[src/rtl/core/ofr_pkg.sv]
// Shared types, codes and the CRC-8 step for the object frame receiver.
// No dependencies; used by every module of the receiver.
package ofr_pkg;

   localparam int unsigned MaxFrameLenDefault = 265;
   localparam logic [7:0]  SyncByte           = 8'h3c;
   localparam int unsigned HeaderLen          = 10;
   localparam logic [7:0]  CrcPoly            = 8'h07;

   typedef enum logic [3:0] {
      PH_HUNT = 4'd0,
      PH_TYPE = 4'd1,
      PH_LEN0 = 4'd2,
      PH_LEN1 = 4'd3,
      PH_OID0 = 4'd4,
      PH_OID1 = 4'd5,
      PH_OID2 = 4'd6,
      PH_OID3 = 4'd7,
      PH_IID0 = 4'd8,
      PH_IID1 = 4'd9,
      PH_DATA = 4'd10,
      PH_CRC  = 4'd11
   } phase_type;

   typedef enum logic [1:0] {
      KIND_PAYLOAD  = 2'd0,
      KIND_CRC_GOOD = 2'd1,
      KIND_CRC_BAD  = 2'd2
   } kind_type;

   typedef struct packed {
      kind_type    kind;
      logic [7:0]  payload_byte;
      logic [7:0]  payload_index;
      logic [7:0]  message_type;
      logic [15:0] instance_id;
      logic [7:0]  payload_length;
   } rsp_type;

   // One byte through the MSB-first CRC-8, no reflection, no final xor.
   function automatic logic [7:0] crc8_update(input logic [7:0] crc, input logic [7:0] b);
      logic [7:0] c;
      c = crc ^ b;
      for (int i = 0; i < 8; i++) begin
         if (c[7]) begin
            c = {c[6:0], 1'b0} ^ CrcPoly;
         end else begin
            c = {c[6:0], 1'b0};
         end
      end
      return c;
   endfunction

endpackage

[src/rtl/core/ofr_parser.sv]
// Frame parser: phase register, running CRC and header fields, one byte per step.
// Depends on ofr_pkg.
module ofr_parser #(
   parameter int unsigned MaxFrameLen = ofr_pkg::MaxFrameLenDefault
) (
   input  logic            clock,
   input  logic            reset,
   input  logic            step,
   input  logic [7:0]      rx_byte,
   input  logic [31:0]     expected_id,
   output logic            emit_valid,
   output ofr_pkg::rsp_type emit
);

   localparam logic [15:0] MaxLen = 16'(MaxFrameLen);
   localparam logic [15:0] MinLen = 16'(ofr_pkg::HeaderLen);
   localparam logic [8:0]  HdrLen9 = 9'(ofr_pkg::HeaderLen);

   ofr_pkg::phase_type phase_ff, phase_in;
   logic [7:0]  crc_ff, crc_in;
   logic [8:0]  length_ff, length_in;
   logic [8:0]  position_ff, position_in;
   logic [31:0] object_id_ff, object_id_in;
   logic [7:0]  type_ff, type_in;
   logic [15:0] instance_ff, instance_in;

   logic [7:0]  crc_next;
   logic [15:0] total_len;
   logic [31:0] full_id;
   logic [8:0]  position_inc;
   logic [9:0]  position_end;
   logic [8:0]  length_less_hdr;

   always_ff @(posedge clock) begin
      if (reset) begin
         phase_ff     <= ofr_pkg::PH_HUNT;
         crc_ff       <= '0;
         length_ff    <= '0;
         position_ff  <= '0;
         object_id_ff <= '0;
         type_ff      <= '0;
         instance_ff  <= '0;
      end else if (step) begin
         phase_ff     <= phase_in;
         crc_ff       <= crc_in;
         length_ff    <= length_in;
         position_ff  <= position_in;
         object_id_ff <= object_id_in;
         type_ff      <= type_in;
         instance_ff  <= instance_in;
      end
   end

   always_comb begin
      crc_next        = ofr_pkg::crc8_update(crc_ff, rx_byte);
      total_len       = {rx_byte, length_ff[7:0]};
      full_id         = {rx_byte, object_id_ff[23:0]};
      position_inc    = position_ff + 9'd1;
      position_end    = {1'b0, position_inc} + {1'b0, HdrLen9};
      length_less_hdr = length_ff - HdrLen9;

      phase_in     = phase_ff;
      crc_in       = crc_next;
      length_in    = length_ff;
      position_in  = position_ff;
      object_id_in = object_id_ff;
      type_in      = type_ff;
      instance_in  = instance_ff;
      emit_valid   = 1'b0;

      emit.kind           = ofr_pkg::KIND_PAYLOAD;
      emit.payload_byte   = '0;
      emit.payload_index  = '0;
      emit.message_type   = type_ff;
      emit.instance_id    = instance_ff;
      emit.payload_length = length_less_hdr[7:0];

      unique case (phase_ff)
         ofr_pkg::PH_HUNT: begin
            // The CRC restarts from zero on the sync byte.
            crc_in = ofr_pkg::crc8_update(8'h00, rx_byte);
            if (rx_byte == ofr_pkg::SyncByte) begin
               phase_in = ofr_pkg::PH_TYPE;
            end else begin
               crc_in = crc_ff;
            end
         end
         ofr_pkg::PH_TYPE: begin
            type_in  = rx_byte;
            phase_in = ofr_pkg::PH_LEN0;
         end
         ofr_pkg::PH_LEN0: begin
            length_in = {1'b0, rx_byte};
            phase_in  = ofr_pkg::PH_LEN1;
         end
         ofr_pkg::PH_LEN1: begin
            if (total_len < MinLen || total_len > MaxLen) begin
               phase_in = ofr_pkg::PH_HUNT;
            end else begin
               length_in = total_len[8:0];
               phase_in  = ofr_pkg::PH_OID0;
            end
         end
         ofr_pkg::PH_OID0: begin
            object_id_in = {24'h0, rx_byte};
            phase_in     = ofr_pkg::PH_OID1;
         end
         ofr_pkg::PH_OID1: begin
            object_id_in[15:8] = rx_byte;
            phase_in           = ofr_pkg::PH_OID2;
         end
         ofr_pkg::PH_OID2: begin
            object_id_in[23:16] = rx_byte;
            phase_in            = ofr_pkg::PH_OID3;
         end
         ofr_pkg::PH_OID3: begin
            object_id_in = full_id;
            phase_in     = (full_id == expected_id) ? ofr_pkg::PH_IID0 : ofr_pkg::PH_HUNT;
         end
         ofr_pkg::PH_IID0: begin
            instance_in = {8'h00, rx_byte};
            phase_in    = ofr_pkg::PH_IID1;
         end
         ofr_pkg::PH_IID1: begin
            instance_in[15:8] = rx_byte;
            position_in       = '0;
            phase_in          = (length_ff > HdrLen9) ? ofr_pkg::PH_DATA : ofr_pkg::PH_CRC;
         end
         ofr_pkg::PH_DATA: begin
            emit_valid         = 1'b1;
            emit.payload_byte  = rx_byte;
            emit.payload_index = position_ff[7:0];
            position_in        = position_inc;
            if (position_end >= {1'b0, length_ff}) begin
               phase_in = ofr_pkg::PH_CRC;
            end
         end
         ofr_pkg::PH_CRC: begin
            emit_valid = 1'b1;
            emit.kind  = (rx_byte == crc_ff) ? ofr_pkg::KIND_CRC_GOOD
                                             : ofr_pkg::KIND_CRC_BAD;
            crc_in     = crc_ff;
            phase_in   = ofr_pkg::PH_HUNT;
         end
         default: begin
            crc_in   = crc_ff;
            phase_in = ofr_pkg::PH_HUNT;
         end
      endcase
   end

endmodule

[src/rtl/core/ofr_rsp_stage.sv]
// Result register: holds one parsed word until the consumer takes it.
// Depends on ofr_pkg.
module ofr_rsp_stage (
   input  logic             clock,
   input  logic             reset,
   input  logic             load,
   input  ofr_pkg::rsp_type load_data,
   input  logic             rsp_ready,
   output logic             rsp_valid,
   output ofr_pkg::rsp_type rsp_data
);

   logic             valid_ff, valid_in;
   ofr_pkg::rsp_type data_ff, data_in;

   always_comb begin
      valid_in = valid_ff;
      data_in  = data_ff;
      if (load) begin
         valid_in = 1'b1;
         data_in  = load_data;
      end else if (rsp_ready) begin
         valid_in = 1'b0;
      end
   end

   always_ff @(posedge clock) begin
      if (reset) begin
         valid_ff <= 1'b0;
      end else begin
         valid_ff <= valid_in;
      end
   end

   always_ff @(posedge clock) begin
      data_ff <= data_in;
   end

   assign rsp_valid = valid_ff;
   assign rsp_data  = data_ff;

endmodule

[src/rtl/core/object_frame_receiver.sv]
// Object frame receiver: byte-serial frame parser with CRC-8 check.
// A held word is parsed and its result loaded once the result slot is free or draining.
// Throughput: one word per cycle; a result the consumer holds stalls input after one word.
// Reset (synchronous, active high) returns to sync hunting and clears the object id.
// Depends on ofr_pkg, ofr_parser and ofr_rsp_stage.
module object_frame_receiver #(
   parameter int unsigned MaxFrameLen = ofr_pkg::MaxFrameLenDefault
) (
   input  logic        clock,
   input  logic        reset,
   input  logic        csr_wr_en,
   input  logic [31:0] csr_wr_data,
   input  logic        req_valid,
   output logic        req_ready,
   input  logic [7:0]  req_rx_byte,
   output logic        rsp_valid,
   input  logic        rsp_ready,
   output logic [1:0]  rsp_kind,
   output logic [7:0]  rsp_payload_byte,
   output logic [7:0]  rsp_payload_index,
   output logic [7:0]  rsp_message_type,
   output logic [15:0] rsp_instance_id,
   output logic [7:0]  rsp_payload_length
);

   logic [31:0]      expected_id_ff;
   logic             in_valid_ff, in_valid_in;
   logic [7:0]       in_byte_ff, in_byte_in;
   logic             advance;
   logic             emit_valid;
   ofr_pkg::rsp_type emit;
   ofr_pkg::rsp_type rsp_data;

   always_ff @(posedge clock) begin
      if (reset) begin
         expected_id_ff <= '0;
      end else if (csr_wr_en) begin
         expected_id_ff <= csr_wr_data;
      end
   end

   // The held word moves into the parser only when the result slot is free or draining.
   assign advance   = in_valid_ff && (!rsp_valid || rsp_ready);
   assign req_ready = !in_valid_ff || advance;

   always_comb begin
      in_valid_in = in_valid_ff;
      in_byte_in  = in_byte_ff;
      if (req_valid && req_ready) begin
         in_valid_in = 1'b1;
         in_byte_in  = req_rx_byte;
      end else if (advance) begin
         in_valid_in = 1'b0;
      end
   end

   always_ff @(posedge clock) begin
      if (reset) begin
         in_valid_ff <= 1'b0;
      end else begin
         in_valid_ff <= in_valid_in;
      end
   end

   always_ff @(posedge clock) begin
      in_byte_ff <= in_byte_in;
   end

   ofr_parser #(
      .MaxFrameLen(MaxFrameLen)
   ) u_parser (
      .clock      (clock),
      .reset      (reset),
      .step       (advance),
      .rx_byte    (in_byte_ff),
      .expected_id(expected_id_ff),
      .emit_valid (emit_valid),
      .emit       (emit)
   );

   ofr_rsp_stage u_rsp_stage (
      .clock    (clock),
      .reset    (reset),
      .load     (advance && emit_valid),
      .load_data(emit),
      .rsp_ready(rsp_ready),
      .rsp_valid(rsp_valid),
      .rsp_data (rsp_data)
   );

   assign rsp_kind           = rsp_data.kind;
   assign rsp_payload_byte   = rsp_data.payload_byte;
   assign rsp_payload_index  = rsp_data.payload_index;
   assign rsp_message_type   = rsp_data.message_type;
   assign rsp_instance_id    = rsp_data.instance_id;
   assign rsp_payload_length = rsp_data.payload_length;

endmodule

[config.mk]
export PLATFORM = sky130hd
export DESIGN_NAME = object_frame_receiver
export DESIGN_NICKNAME = d
export VERILOG_FILES = /design/src/rtl/core/ofr_pkg.sv /design/src/rtl/core/ofr_parser.sv /design/src/rtl/core/ofr_rsp_stage.sv /design/src/rtl/core/object_frame_receiver.sv
export SDC_FILE = /design/constraint.sdc
export NUM_CORES = 1
export LEC_CHECK = 0
export BUFFER_PORTS_ARGS = -buffer_cell sky130_fd_sc_hd__buf_2
export CAP_MARGIN = 25
export CORE_ASPECT_RATIO = 1.5
export CORE_MARGIN = 5
export CORE_UTILIZATION = 55
export DETAILED_ROUTE_END_ITERATION = 16
export GPL_ROUTABILITY_DRIVEN = 1
export PLACE_DENSITY_LB_ADDON = 0.05
export SLEW_MARGIN = 25
export SYNTH_ARGS = -nofsm -noshare
export SYNTH_HDL_FRONTEND = slang
export SYNTH_SLANG_ARGS = --single-unit
[constraint.sdc]
create_clock -name clock -period 3.3 [get_ports clock]
set_input_delay 0.165 -clock clock [delete_from_list [all_inputs] [get_ports clock]]
set_output_delay 0.165 -clock clock [all_outputs]
set_load 0.05 [all_outputs]
==> results.json <==
{
  "die_y_um": 156,
  "setup_slack_ps": 218,
  "drv_slew": 0,
  "start_util_pct": 55.7,
  "ctsResizeCount": 0,
  "hold_end": "expected_id_ff[25]$_SDFFE_PP0P_",
  "r2r_slack_ps": 220,
  "ys_top_cells_by_area": "dfxtp_1 29%, edfxtp_1 22%, mux2i_1 6.8%",
  "gp_congestion": 0.904,
  "required_ps": 3640,
  "synth_compound_gate_area_share_pct": 9.40,
  "p_total_mw": 4.48,
  "path_cells": "ha_1 > xor2_1 > ha_1 > inv_1 > a21o_1 > nor3_1 > xnor2_1 > ha_1 > nand2_1 > o41ai_1 > o21ai_0 > a311oi_2",
  "ys.flop_type": "dfxtp_1",
  "htreeDepth": 4,
  "synth-seq-cells": 170,
  "clock_path_buffers": 2,
  "remaining_drc_errors": 0,
  "criticalPathCategory": "reg2reg",
  "place_inst": 1027,
  "final.setup_skew_ps": 12.5,
  "grtUsageTotal_pct": 22.4,
  "min_period_over_period_pct": 93.4,
  "routed_wl_um": 18400,
  "leakagePower_nw": 3.88,
  "antenna_cells": 0,
  "setup_viol": 0,
  "critical_path.top_delay_family": "compound AO/OA/AOI/OAI gates",
  "drtIter0Drc": 327,
  "rows": 53,
  "cts_tree": "yes",
  "r2r-start": "u_parser.position_ff[0]$_SDFFE_PP0P_",
  "final.min_clock_period_ps": 3080,
  "outcome": "finished clean",
  "dp_hpwl_um": 12600,
  "clock_sink_count": 170,
  "port_buffers": 96,
  "worst_pin_slew_ps": 1030,
  "finalNonFillerCells": 1099,
  "drtAntennaViolNets": 0,
  "synth_nets": 841,
  "p_per_area_mw_per_mm2": 475,
  "root_buffer": "clkbuf_16",
  "wl_per_cell_um": 16.8,
  "maxCapViolations": 0,
  "cts_buffers": 17,
  "dr.pass1.iters": 6,
  "num_vias": 6026,
  "viasPerCell": 5.48,
  "grt_pass1_wl_um": 29600,
  "ys_seq_area_share_pct": 51.2,
  "crit_top_cell": "ha_1",
  "yosysWarnings": 0,
  "rr_endpoint": "u_parser.phase_ff[0]$_SDFFE_PP0P_",
  "dp_slack_ps": 275,
  "peakVddDrop_v": 0.000341,
  "grt.overflow.total": 0,
  "cts.clk_slew.worst_paths_ps": 70,
  "synth_top_family_by_area": "simple AND/OR/NAND/NOR gates",
  "synth_top_cell_area_share_pct": 28.8,
  "io_pins": 97,
  "grt_pass1_vias": 5939,
  "grt_max_degree": 72,
  "critical_path.startpoint_type": "flip-flop",
  "hold-path-cell-count": 3,
  "slowest_stage": "dfxtp_1",
  "core_area_mm2": 0.0140,
  "fp.dieW_um": 107,
  "grt_antenna_before_repair": 0,
  "relSlewSlack_pct": 31.1,
  "fin_tns_setup_ps": 0,
  "worst-path-buf-inv": 1,
  "synth_edf_count": 58,
  "die_area_mm2": 0.0167,
  "synth-simple-area-share_pct": 16.0,
  "synth_fa_ha_area_share_pct": 3.70,
  "hp-start": "csr_wr_data[25]",
  "syn_inst": 773,
  "rsz0062_at_grt": "no",
  "insertion_delay_ps": 420,
  "arrival_ps": 3420,
  "synth.area.mux_share_pct": 6.81,
  "worstPathMaxFanout": 10,
  "hp-class": "in2reg",
  "synth_cell_types": 56,
  "max_clock_freq_mhz": 324,
  "hold_viol_final": 0,
  "synth_area_mm2": 0.00779,
  "synth_top_area_cell": "dfxtp_1",
  "nets": 962,
  "slowest_delay_ps": 500,
  "worstSetupEndpointType": "flip-flop",
  "rr_worst_depth": 12,
  "synth_area_per_cell_um2": 10.1,
  "areaGrowthSynthToFinish_pct": 21.0,
  "synth_xor_area_share_pct": 9.25,
  "n_fill_cell": 1083,
  "drive_gt1_share_pct": 17.1,
  "synthArstFlopShare_pct": 0
}
[final cells by class]
cell class / instances / area (um^2) / share of cell area (%)
inverter: 21 / 78.8 / 0.837
clock buffer: 18 / 429 / 4.56
multi-input combinational: 532 / 3520 / 37.4
timing repair buffer: 152 / 1010 / 10.8
tap: 192 / 240 / 2.55
clock inverter: 14 / 151 / 1.61
sequential: 170 / 3980 / 42.3
[cell usage after synthesis (4+ instances only)]
cell type    n
a22oi_1      9
clkbuf_1    30
and2_1      19
ha_1        23
mux2i_1     53
inv_1       21
nand4_1     10
nor2_1      88
nor2b_1      6
o21ai_0     31
o31ai_1      4
edfxtp_1    58
a21o_1       4
dfxtp_1    112
nand3_1     32
a21oi_1     52
and3_1       8
xor2_1      26
nand2b_1     5
nor4_1       7
xnor2_1     51
buf_2       13
a31oi_1      4
a211oi_1     5
nand2_1     55
buf_1        6
[placed cells by master (no fill, tap or decap), types with 2 or more instances in the layout]
master and count:
ha_1 23, o21a_1 3, edfxtp_1 58, inv_1 21, nor4_1 7, nor2b_1 6
buf_4 15, and4_1 2, nor4b_1 3, dlygate4sd3_1 40, and2_1 19, xnor2_1 51
nand4b_1 3, a21oi_1 52, a31oi_1 4, inv_8 6, nand4_1 10, a22oi_1 9
nor3_1 3, a21o_1 4, dfxtp_1 112, buf_2 96, and3_1 7, clkbuf_16 17
a211oi_1 5, o31ai_1 4, nand3_1 32, o22a_1 2, o21bai_1 2, nor2_1 88
clkinv_4 4, mux2i_1 53, xor2_1 26, nand2b_1 5, nand2_1 55, o21ai_0 31
[worst reg2reg max path: stages (launching register included)]
cell,delay (ps)
dfxtp_1,500
ha_1,380
xor2_1,250
ha_1,180
inv_1,60
a21o_1,190
nor3_1,230
xnor2_1,120
ha_1,310
nand2_1,70
o41ai_1,350
o21ai_0,150
a311oi_2,210
[registers in the layout, summed over array words and instances (netlist names)]
register	count
u_parser.position_ff	9
u_rsp_stage.rsp_valid	1
u_rsp_stage.rsp_data	50
u_parser.type_ff	8
u_parser.crc_ff	8
u_parser.instance_ff	16
u_parser.length_ff	9
u_parser.phase_ff	4
expected_id_ff	32
u_parser.object_id_ff	24
in_byte_ff	8
in_valid_ff	1
[worst max-delay path by stage]
stage,slack [ps],end,startpoint,cells past startpoint
6_report,220,u_parser.phase_ff[0]$_SDFFE_PP0P_,u_parser.position_ff[0]$_SDFFE_PP0P_,12
2_1_floorplan,600,u_rsp_stage.rsp_data[0]$_DFFE_PP_,u_rsp_stage.rsp_valid$_SDFFE_PP0P_,4
3_5_place_dp,270,u_parser.phase_ff[0]$_SDFFE_PP0P_,u_parser.position_ff[0]$_SDFFE_PP0P_,12
3_3_place_gp,460,u_parser.phase_ff[0]$_SDFFE_PP0P_,u_parser.position_ff[0]$_SDFFE_PP0P_,12
4_1_cts,240,u_parser.phase_ff[0]$_SDFFE_PP0P_,u_parser.position_ff[0]$_SDFFE_PP0P_,12
5_1_grt,80,u_parser.phase_ff[0]$_SDFFE_PP0P_,u_parser.position_ff[0]$_SDFFE_PP0P_,12
[per-stage QoR]
| stage | hold slack, ps | utilization, % | area (um^2) |
|---|---|---|---|
| 6_report | 3.81 | 67.3 | 9420 |
| 5_1_grt | 48.2 | 67.3 | 9420 |
| 4_1_cts | 0.930 | 67.3 | 9420 |
| 3_5_place_dp | 343 | 60.3 | 8440 |
| 3_3_place_gp | 342 | 60.3 | 8440 |
| 2_1_floorplan | 264 | - | 7790 |
[logic make-up after synthesis]
logic type,Yosys count
AND/OR/NAND/NOR,254
multiplexers,53
flip-flops,170
buffers and inverters,71
adder cells (fa/ha/maj),23
AO/OA/AOI/OAI,123
XOR/XNOR,79
[timing repair]
item                      CTS  global route
hold buffers               40             0
hold endpoints to repair   40             0
buffers inserted            0             0
[where the power goes]
group / internal, mW / switching (mW) / leakage, nW
Sequential: 2.18 / 0.0322 / 1.49
Combinational: 0.158 / 0.166 / 2.10
Clock: 1.02 / 0.923 / 0.282
[layer usage]
layer	up-vias	track usage, %	part of all wire, %
met4	0	8.04	2.1
met2	202	41.0	53
met5	-	0	0
met1	2863	26.1	40
li1	2931	-	-
met3	30	3.77	5.2
No activity file was read; power rests on OpenSTA's default activity.
